## config.mk

```make
export PLATFORM = sky130hd
export DESIGN_NAME = elpe_ram
export DESIGN_NICKNAME = d
export VERILOG_FILES = /design/src/design/elpe_ram.sv
export SDC_FILE = /design/constraint.sdc
export NUM_CORES = 2
export LEC_CHECK = 0
export ABC_AREA = 1
export BUFFER_PORTS_ARGS = -buffer_cell sky130_fd_sc_hd__buf_4
export CORE_MARGIN = 2
export CORE_UTILIZATION = 35
export CTS_BUF_LIST = sky130_fd_sc_hd__clkbuf_8
export DETAILED_ROUTE_END_ITERATION = 8
export PLACE_DENSITY_LB_ADDON = 0.08
export SETUP_SLACK_MARGIN = 0.1
export SYNTH_ARGS = -nofsm -noshare
export SYNTH_HDL_FRONTEND = slang
export SYNTH_SLANG_ARGS = --single-unit
```

## constraint.sdc

```tcl
create_clock -name i_clk -period 4.5 [get_ports i_clk]
set_input_delay 0.675 -clock i_clk [delete_from_list [all_inputs] [get_ports i_clk]]
set_output_delay 0.675 -clock i_clk [all_outputs]
set_load 0.01 [all_outputs]
```

## src/design/elpe_ram.sv

```systemverilog
// ---------------------------------------------------------------------------
// elpe_ram
// generic single write port ram with registered read
// ---------------------------------------------------------------------------
module elpe_ram #(
    parameter int WIDTH = 32,
    parameter int DEPTH = 64
) (
    input  logic                                          i_clk,
    input  logic                                          i_we,
    input  logic [((DEPTH > 1) ? $clog2(DEPTH) : 1)-1:0] i_waddr,
    input  logic [WIDTH-1:0]                              i_wdata,
    input  logic [((DEPTH > 1) ? $clog2(DEPTH) : 1)-1:0] i_raddr,
    output logic [WIDTH-1:0]                              o_rdata
);
    logic [WIDTH-1:0] r_mem [DEPTH];
    logic [WIDTH-1:0] r_rdata;

    always_ff @(posedge i_clk) begin
        if (i_we) begin
            r_mem[i_waddr] <= i_wdata;
        end
        r_rdata <= r_mem[i_raddr];
    end

    assign o_rdata = r_rdata;
endmodule

```

==> Yosys cells after proc, flatten, opt, wreduce, memory -nomap -nowiden <==
Memory sizes are Yosys's and may differ from the RTL's. A register that Yosys moved wholly into a read port is not among the register bits.
Index checks and enable logic that the tools add are counted.
{ "word_totals": {"regBits": 0, "ramBits": 2048, "input_bits": 46, "out_inout_bits": 32, "word_cells": 3, "n_memories": 1} }
{ "memory_table": {"columns": ["name", "words", "word_bits", "read_ports", "rd_clocked_by_memory_dff", "write_ports", "line", "text"], "rows": [
  ["r_mem", 64, 32, 1, 1, 1, "16", "logic [WIDTH-1:0] r_mem [DEPTH];"]
]} }
{ "op_classes": {"mux": 2} }
{ "op_table": {"columns": ["operator", "n"], "rows": [
  ["1-bit two-way mux", 2]
]} }

==> Depth between registers and ports, before layout <==
{ "depth": {"depth_word": 2, "depth_mapped": 13, "mapped_depth_nobuf": 9} }

==> Worst setup path after synthesis <==
Ideal clock, no wire load.
{ "synth_timing": {"path_type": "input-to-reg", "from": "input port i_we", "to": "memory r_mem[48][0] (enable)", "setup_time_ns": 0.502, "t_arrival_ns": 4.303, "required_ns": 3.998, "setup_slack_ns": -0.305, "cell_stages": 3, "path_buffers": 1, "cell_sequence": "clkbuf_1 -> nand4_1 -> nor4_1"} }
{ "synth_via": {"elab_chain_len": 2} }
{ "synth_rtl": {"columns": ["item", "line", "text"], "rows": [
  ["start: declaration", "10", "input logic i_we,"],
  ["1-bit two-way mux", "20", "if (i_we) begin"],
  ["1-bit two-way mux (not written as such)", "21", "r_mem[i_waddr] <= i_wdata;"],
  ["end: declaration", "16", null]
]} }
Every way passes these cells.

==> Final worst setup path <==
{ "layout_timing": {"from": "register r_rdata[17] (netlist: o_rdata[17]) (read register of r_mem)", "to": "output port o_rdata[17]"} }
{ "layout_rtl": {"columns": ["item", "line", "text"], "rows": [
  ["start: declaration", "17", "logic [WIDTH-1:0] r_rdata;"],
  ["end: declaration", "14", "output logic [WIDTH-1:0] o_rdata"]
]} }
No word-level cell between the ends.

==> summary.txt <==
STA
  – Minimum clock period: roughly 2.7 ns
  – Worst clock skew: 0.07932 ns
  – TNS Setup: 0 ns
  – Hold Vio Cnt, Final: 0
  – Final period util: 60.88%
  – Hold_ws: 0.1384 ns
  – Worst Tran Pin Value: 1.241 ns
  – Fmax achieved: 0.3650 GHz
  – Slew HR: 17.10%
  – Slew Limit Fails: 0
  – RSZ-0062 raised after global routing: no
  – Setup Viol. Count Final: 0

Place
  – HPWL Detailed: 148.2 mm
  – Dpl cells: 9738
  – Placer congestion estimate: 0.7784
  – PortBufs: 77
  – Placed Area: 0.08743 sq mm

Cells and area
  – Layout cell share with drive strength beyond 1: 10.65%
  – # fillers: 22700
  – # nets final: 7012
  – Finished Layout Cells: 10380
  – Layout area overhead: 13.58%
  – Design area: 0.09397 sq mm
  – Core Util, Final: 39.96%

Drt
  – Wire length per cell: between 20 and 30 microns
  – Routed vias: 53680
  – Post-DRT Antenna Nets: 0
  – Drt pass-1 iters: 5
  – Total wire length: ~270 mm
  – Vias per std cell: 5.172
  – Drt first-iter violations: roughly 4200
  – # DRC: 0

Synthesis
  – Post-synthesis sequential area ratio: roughly three quarters
  – Yosys reg bits: 2080
  – Yosys warning count: 0
  – Synth Instances: 6769
  – EDFF count, synth: slightly above 2000
  – Commonest cells post-synth: 2248 x nand2_1, 2048 x edfxtp_1, 1907 x nand3_1
  – Synth Flop Type: edfxtp_1
  – Post-Syn Area per Cell: between 10 and 15 sq um
  – Post-Syn Area: slightly above 0.08 sq mm
  – Count leader, synth: nand2_1
  – Synth top area share: 74.33%
  – Ys async rst share: 0%
  – Post-synth top area cell: edfxtp_1
  – Area contributors post-synth: edfxtp_1 74%, nand3_1 12%, nand2_1 10%
  – Mapped Nets: 6815
  – Unique masters post-synth: 16

Floorplanning
  – Die area: roughly 0.24 sq mm
  – Cell row count: about 180
  – Top Ports: 78
  – Die X: 490.2 microns
  – Core Area: ~0.24 sq mm
  – Starting Density: 35.18%
  – Die H: just under 500 microns

Setup path
  – CP Capture Type: primary output
  – CP max FO: 1
  – CP max stage cell: dfxtp_1
  – CP required: 3.83 ns
  – Worst Path Buf+Inv: 1
  – Reg-to-reg startpoint: r_mem[51][10]$_DFFE_PP_
  – Type of the worst setup path: reg2out
  – Delay-heaviest family, CP: flip-flops
  – Max incr delay on CP: 0.75 ns
  – WP data arrival: 2.06 ns
  – CP startpoint kind: register
  – Critical path launch point: o_rdata[17]$_DFF_P_
  – Crit-path cells: buf_4

Pwr
  – Comb pwr share: 6.4%
  – Leakage power: 33.18 nW
  – Flop pwr share: between 50% and 60%
  – Maximum vdd drop: 0.2001 mV
  – PD cells: 428.5 mW/mm^2
  – P_sw: 9.877 mW
  – P_int: 30.39 mW
  – Sw Share: about a quarter
  – Clk pwr share: between 30% and 40%

Clock network
  – CTS resizes: 0
  – Clock sinks: 2080
  – CTS tree: built
  – Clk slew on worst S/H paths: about 0.06 ns
  – TritonCTS Buffers: 375
  – Clock Tree Buf Depth: 4
  – H-tree depth: 5
  – Hold Buf Count CTS: 1
  – Worst-Skew Late Latency: approximately 1.1 ns
  – Clock root buffer: clkbuf_8
  – Number of setup buffers added after CTS: 0

Global routing
  – Vias in the first global route: approximately 53000
  – Total routing usage reported by global routing: 22.37%
  – Pin count of the biggest net entering global routing: between 150 and 200
  – GR met1 Demand/Resource: 30.05%
  – Busiest grt layer: met2
  – Initial antenna violation count: 8
  – Global-route wire length before repair: between 300 and 400 mm
  – Met2 Usage GRT: 37.26%
  – GRT overflow: 0
  – M3 GR Usage: 2.966%

Worst hold path
  – Worst Hold Launch: i_wdata[18]
  – Worst hold-check path type: in2reg

Status
  – Status: finished, final reports clean

Run
  – Max Cap Violations: 0
==> registers in the layout, indices dropped and copies added (netlist names) <==
signal   flops
r_mem     2048
o_rdata     32
==> metal layers <==
layer	up-vias	routed length (microns)
met1	27300	120300
met3	431	11390
met5	-	0
met2	1375	133900
met4	0	9173
li1	24580	-
==> power groups by stage <==
stage	registers (mW)	logic (mW)	clock network (mW)
finish	21.6	2.59	16.1
global route	21.6	2.83	17.3
CTS	21.6	2.66	16.5
detailed placement	22.0	2.65	0
global placement	22.0	2.65	0
floorplan	21.9	1.32	0
==> per-stage QoR <==
| stage | setup WS (ns) | total power [mW] |
|---|---|---|
| final | 1.760 | 40.26 |
| after global routing | 1.714 | 41.77 |
| after CTS | 1.631 | 40.79 |
| after detailed placement | 1.064 | 24.66 |
| after global placement | 1.056 | 24.66 |
| after floorplan | -0.3050 | 23.23 |
==> worst register-to-register path, delay by kind of cell, from the launching register on <==
family,cells,cell delay (ns)
AND/OR/NAND/NOR,8,1.31
flip-flops,1,0.34
==> logic make-up (layout without fill, tap and decap cells) <==
logic type | after synthesis | after routing | synth area share (%)
buffers and inverters | 461 | 913 | 2.779
other | 0 | 8 | 0
AND/OR/NAND/NOR | 4228 | 4228 | 22.12
flip-flops | 2080 | 2080 | 75.10
==> layout by cell type (no fill, tap or decap) <==
master | Yosys | routed
buf_12 | 0 | 37
buf_4 | 45 | 227
buf_6 | 3 | 1
buf_8 | 2 | 3
bufinv_16 | 0 | 7
clkbuf_8 | 0 | 388
clkinv_1 | 0 | 82
clkinv_2 | 0 | 32
clkinv_4 | 0 | 1
clkinvlp_4 | 0 | 3
dfxtp_1 | 32 | 32
diode_2 | 0 | 8
dlygate4sd3_1 | 0 | 1
edfxtp_1 | 2048 | 2048
inv_1 | 9 | 125
inv_16 | 0 | 1
inv_6 | 0 | 2
inv_8 | 0 | 3
nand2_1 | 2248 | 2248
nand3_1 | 1907 | 1907
nand4_1 | 9 | 9
nor2_4 | 0 | 56
nor4_2 | 0 | 8
==> cell type report <==
class                   instances  area [sq um]  area share, %
repair buffers                269          2511          2.672
inverters                      12         82.58        0.08788
clock buffers                 388          5340          5.683
flip-flops and latches       2080         62140          66.13
clock inverters               244          1167          1.242
diodes                          8         20.02        0.02130
well taps                    3150          3941          4.194
multi-input cells            4228         18770          19.97
==> final timing paths <==
| check | cells past startpoint | slack (ns) | to |
|---|---|---|---|
| max | 1 | 1.76 | o_rdata[17] |
| min | 1 | 0.14 | r_mem[11][18]$_DFFE_PP_ |
| max reg2reg | 8 | 2.79 | o_rdata[10]$_DFF_P_ |
| min reg2reg | 8 | 0.74 | o_rdata[17]$_DFF_P_ |
Power figures use the tool's default switching activity.
