===== src/design/elpe_pkg.sv =====
// ---------------------------------------------------------------------------
// elpe_pkg
// shared constants and types for the exclusive lasso prox engine
// ---------------------------------------------------------------------------
package elpe_pkg;
    localparam int MAX_ELEMENTS_DEF = 64;
    localparam int GROUP_COUNT_DEF  = 16;
    localparam int FRAC_BITS_DEF    = 16;

    localparam int DATA_W  = 32;
    localparam int GID_W   = 4;
    localparam int NORM_W  = 38;
    localparam int SWEEP_W = 10;
    localparam int SCALE_W = 17;
    localparam int IDX_W   = 6;
    localparam int CFG_IDX_W = 3;

    localparam logic [CFG_IDX_W-1:0] REG_LAMBDA = 3'd0;
    localparam logic [CFG_IDX_W-1:0] REG_SHRINK = 3'd1;
    localparam logic [CFG_IDX_W-1:0] REG_THRESH = 3'd2;
    localparam logic [CFG_IDX_W-1:0] REG_SWEEPS = 3'd3;
    localparam logic [CFG_IDX_W-1:0] REG_BOX    = 3'd4;

    localparam logic [SWEEP_W-1:0] SWEEPS_RESET = 10'd100;

    typedef struct packed {
        logic [DATA_W-1:0]  lambda;
        logic [SCALE_W-1:0] shrink_scale;
        logic [DATA_W-1:0]  conv_thresh_sq;
        logic [SWEEP_W-1:0] max_sweeps;
        logic               box_enable;
    } t_cfg;
endpackage


===== src/design/elpe_cfg_regs.sv =====
// ---------------------------------------------------------------------------
// elpe_cfg_regs
// configuration register bank
// ---------------------------------------------------------------------------
module elpe_cfg_regs
    import elpe_pkg::*;
(
    input  logic                 i_clk,
    input  logic                 i_rst_n,
    input  logic                 i_cfg_we,
    input  logic [CFG_IDX_W-1:0] i_cfg_index,
    input  logic [DATA_W-1:0]    i_cfg_wdata,
    output t_cfg                 o_cfg
);
    t_cfg r_cfg;

    always_ff @(posedge i_clk) begin
        if (!i_rst_n) begin
            r_cfg.lambda         <= '0;
            r_cfg.shrink_scale   <= SCALE_W'(65536);
            r_cfg.conv_thresh_sq <= DATA_W'(1);
            r_cfg.max_sweeps     <= SWEEPS_RESET;
            r_cfg.box_enable     <= 1'b0;
        end else if (i_cfg_we) begin
            case (i_cfg_index)
                REG_LAMBDA: r_cfg.lambda         <= i_cfg_wdata;
                REG_SHRINK: r_cfg.shrink_scale   <= i_cfg_wdata[SCALE_W-1:0];
                REG_THRESH: r_cfg.conv_thresh_sq <= i_cfg_wdata;
                REG_SWEEPS: r_cfg.max_sweeps     <= i_cfg_wdata[SWEEP_W-1:0];
                REG_BOX:    r_cfg.box_enable     <= i_cfg_wdata[0];
                default: ;
            endcase
        end
    end

    assign o_cfg = r_cfg;
endmodule


===== config.mk =====
export PLATFORM = sky130hd
export DESIGN_NAME = elpe_cfg_regs
export DESIGN_NICKNAME = d
export VERILOG_FILES = /design/src/design/elpe_pkg.sv /design/src/design/elpe_cfg_regs.sv
export SDC_FILE = /design/constraint.sdc
export NUM_CORES = 1
export LEC_CHECK = 0
export BUFFER_PORTS_ARGS = -buffer_cell sky130_fd_sc_hd__buf_2
export CAP_MARGIN = 30
export CORE_MARGIN = 2
export CORE_UTILIZATION = 33
export CTS_BUF_LIST = sky130_fd_sc_hd__clkbuf_4 sky130_fd_sc_hd__clkbuf_8 sky130_fd_sc_hd__clkbuf_16
export DETAILED_ROUTE_END_ITERATION = 8
export GPL_ROUTABILITY_DRIVEN = 0
export SETUP_SLACK_MARGIN = 0.1
export SLEW_MARGIN = 20
export SYNTH_ARGS = -nofsm -noshare
export SYNTH_HDL_FRONTEND = slang
export SYNTH_SLANG_ARGS = --single-unit

===== constraint.sdc =====
create_clock -name i_clk -period 3.8 [get_ports i_clk]
set_input_delay 1.14 -clock i_clk [delete_from_list [all_inputs] [get_ports i_clk]]
set_output_delay 1.14 -clock i_clk [all_outputs]
set_load 0.01 [all_outputs]

* After elaboration in Yosys (flattened, before gate mapping)
Index checks and enable logic that the tools add are counted.
Widths: inputs -> output; s select.
** Word-level totals
- Memory bits (writable) :: 0
- Bits of input ports :: 38
- Memories :: 0
- Bits in registers :: 92
- Bits in read-only memories :: 0
- Latch bits :: 0
** Operators by class
- Add/subtract/negate cells :: 0
- Magnitude comparators :: 0
- Reduce and logical (&&, ||, !) cells :: 6
- Mux-type cells :: 0
- Bitwise gates (word level) :: 0
- Shift operators :: 0
- Divide/modulo/power cells :: 0
- Equality and inequality tests :: 4
- Multiply operators :: 0
** Operators by type and width (count)
- $reduce_and 2->1 :: 5
- $eq 3x2->1 const B :: 2
- $eq 3x1->1 const B :: 1
- $eq 3x3->1 const B :: 1
- $logic_not 3->1 :: 1

* Depth between registers and ports, before layout
- Word-level depth :: 2
- Depth in mapped cells :: 4
- Gate-level depth less buffers :: 2

* Worst setup path before layout
Ideal clock, no wire load.
- Kind :: input to register
- From :: in i_cfg_index[0]
- To :: reg r_cfg (netlist bit o_cfg[60])
- Setup time :: 0.072 ns
- Required time :: 3.728 ns
- Stages :: 3
- Slack :: 1.772 ns
- Arrival :: 1.957 ns
- Cells stage by stage :: nor4b_4 -> buf_6 -> mux2i_1
** Between the ends
- Word-level cells in the longest chain between the ends :: 2
** Ends and longest elaborated chain
- start: declaration :: RTL line elpe_cfg_regs.sv:11 : input logic [CFG_IDX_W-1:0] i_cfg_index,
- $logic_not 3->1 :: RTL line elpe_cfg_regs.sv:25 : case (i_cfg_index)
- $reduce_and 2->1 (no line)
- end: declaration :: RTL line elpe_cfg_regs.sv:15 : t_cfg r_cfg;
No other way between the ends.
A chain may end at the register's enable or synchronous reset.

* Worst setup path after layout
- From :: in i_cfg_index[2]
- To :: reg r_cfg (netlist bit o_cfg[15])
** Between the ends
- Word-level cells in the longest chain between the ends :: 2
** Ends and longest elaborated chain (RTL line)
- $eq 3x2->1 :: elpe_cfg_regs.sv:25
- $reduce_and 2->1 (no line)
No other way between the ends.

==> results_dict.tcl <==
set metrics [dict create \
    run_status "completed" \
    post-layout-total-power_mw 1.80 \
    cts-hold-fix-buffers 0 \
    path_clk_slew_ps 80 \
    post_cts.resized_instances 0 \
    dpl_worst_slack_ps 1230 \
    synth_area_um2 3490 \
    syn_to_final_growth_pct 26.9 \
    post_layout_nonfiller_instances 606 \
    clock_tree.buffer_depth 2 \
    powerDensity_nw_per_um2 406 \
    routed_wirelength_um 7880 \
    port_buffers 129 \
    avgViaCountPerCell 4.47 \
    postCtsSetupBuffers 0 \
    tightestPinTransition_ps 826 \
    timing.critical_path.fanout_max 32 \
    worstSetupStartpointType "input port" \
    final.hold.worst_slack_ps 459 \
    synth_area_per_cell_um2 10.1 \
    die-width_um 107 \
    grt_util_all_layers_pct 14.2 \
    cts_bufs_inserted 9 \
    timing.fmax_ghz 0.462 \
    hpwl_um 5620 \
    floorplan.initialDensity_pct 34.0 \
    fin_nets 502 \
    postSynth.asyncResetShare_pct 0 \
    min_path_cells 2 \
    hold_viol 0 \
    placed_cells_incl_taps 589 \
    slew-limit-headroom_pct 44.8 \
    finalCoreUtilization_pct 43.1 \
    min_period_ps 2170 \
    synth_sequential_area_ratio_pct 52.8 \
    postRouteAntennaNets 0 \
    critical_path.endpoint_type "register" \
    setup_viol 0 \
    timing.hold.worst.class "reg2reg" \
    synth_area_leader_cell "sky130_fd_sc_hd__dfxtp_1" \
    drt-pass1-iter-count 4 \
    postSynth.topFlopCell "sky130_fd_sc_hd__dfxtp_1" \
    detail_route.wl_per_cell_um 13.0 \
    r2r-start "o_cfg[46]" \
    core.rowCount 37 \
    drtIter0Drc 122 \
    ys_top_cells_by_count "sky130_fd_sc_hd__nand2_1 (119), sky130_fd_sc_hd__dfxtp_1 (92), sky130_fd_sc_hd__mux2i_1 (92)" \
    cts_root_buffer "sky130_fd_sc_hd__clkbuf_8" \
    ys.warnings.count 0 \
    worst_setup_path_startpoint "i_cfg_index[2]" \
    reg2reg_depth 2 \
    required_ps 4070 \
    largest_reg_flops 92 \
    static-leakage-power_nw 2.30 \
    synth_enable_flop_cells 0 \
    grt_pass1_wl_um 12800 \
    hold_start "o_cfg[90]" \
    multi_input_comb_area_um2 1530 \
    cts.sinks 92 \
    slew_viol_final 0 \
    detailroute.via_count 2709 \
    yosysTopAreaCellShare_pct 52.8 \
    synthMostInstantiatedCell "sky130_fd_sc_hd__nand2_1" \
    overflow 0 \
    synth.area.top_cells "sky130_fd_sc_hd__dfxtp_1 (53%), sky130_fd_sc_hd__mux2i_1 (26%), sky130_fd_sc_hd__nand2_1 (13%), sky130_fd_sc_hd__nor2b_1 (1.8%), sky130_fd_sc_hd__clkbuf_1 (1.3%)" \
    finalCritPeriodShare_pct 57.0 \
    synth_cells 344 \
    floorplan.die_area_um2 11400 \
    yosys.cell_types.count 14 \
    cp.arrival_ps 2440 \
    min_setup_slack_post_route_ps 1630 \
    clock_tree_from_tritoncts "done" \
    number_of_i_o_pins 130 \
    number_of_flip_flops_and_latches_in_the_synthesized_netlist 92 \
    maximum_number_of_pins_on_one_net_before_global_route_repair 76 \
    placeableCoreArea_um2 10300 \
    timing_worst_setup_path_type "in2reg" \
    detailed_place.area_um2 4220 \
    worstSkewPairLatency_ps 360 \
    finished_layout_cell_area_um2 4430 \
    finalClockSkew_ps 0 \
    rsz0062_at_grt "no" \
    sequential_cell_area_um2 1840 \
    remaining_drc_errors 0 \
    post_route_cells_drive_above_1_share_pct 32.8 \
    vias_in_the_first_global_route 2667 \
    max_cap_viol_count 0 \
    antenna_found_initial 1 \
    finalSetupTns_ps 0 \
    filler_cell_count 1042 \
    cts-htree-levels 3 \
    vdd.ir_drop.worst_mv 0.195 \
    die_h_um 107 \
    mappedNetlistNets 382 \
]
-- power by group --
group	switching (mW)	leakage [nW]	internal, mW
Combinational	0.0812	1.45	0.0591
Sequential	0.0104	0.745	0.985
Clock	0.341	0.0983	0.321
Total	0.433	2.30	1.36
-- layout make-up --
type	instances	area share [%]
antenna	1	0.0565
clock buffer	10	3.11
clock inverter	6	1.44
multi-input combinational	227	34.5
sequential	92	41.6
tap	136	3.84
timing repair buffer	134	15.5
-- placed cells by master (no fill, tap or decap) --
master,count
sky130_fd_sc_hd__buf_4,6
sky130_fd_sc_hd__clkinvlp_4,2
sky130_fd_sc_hd__diode_2,1
sky130_fd_sc_hd__mux2i_1,92
sky130_fd_sc_hd__nand4bb_1,1
sky130_fd_sc_hd__and4bb_2,1
sky130_fd_sc_hd__nor2b_1,10
sky130_fd_sc_hd__nor4b_4,1
sky130_fd_sc_hd__and4b_2,1
sky130_fd_sc_hd__nand4b_1,1
sky130_fd_sc_hd__nand4bb_4,1
sky130_fd_sc_hd__clkinv_2,2
sky130_fd_sc_hd__buf_2,128
sky130_fd_sc_hd__nand2_1,119
sky130_fd_sc_hd__bufinv_16,1
sky130_fd_sc_hd__clkinv_4,1
sky130_fd_sc_hd__dfxtp_1,92
sky130_fd_sc_hd__clkbuf_8,10
-- per-layer routing --
layer	part of all wire, %	vias to the layer above	track usage [%]
met5	0	-	0
met4	1.9	0	6.03
met3	7.4	16	4.98
met2	44	84	21.8
met1	46	1241	18.0
li1	-	1368	-
-- worst max-delay path, stage by stage --
cell and delay, ps:
sky130_fd_sc_hd__buf_2 140, sky130_fd_sc_hd__nand4bb_4 770, sky130_fd_sc_hd__mux2i_1 360
-- kinds of logic after synthesis --
family                 after synthesis  synth area share [%]
and+or+nand+nor                    135                  16.9
muxes                               92                  26.4
buffers and inverters               25                  3.98
DFF                                 92                  52.8
-- path summary, 6_finish.rpt --
| kind | slack, ps | to |
|---|---|---|
| setup / recovery | 1630 | o_cfg[15] |
| hold / removal | 460 | o_cfg[90] |
| setup reg to reg | 3150 | o_cfg[46] |
| hold reg to reg | 460 | o_cfg[90] |
No activity file was read; power rests on OpenSTA's default activity.
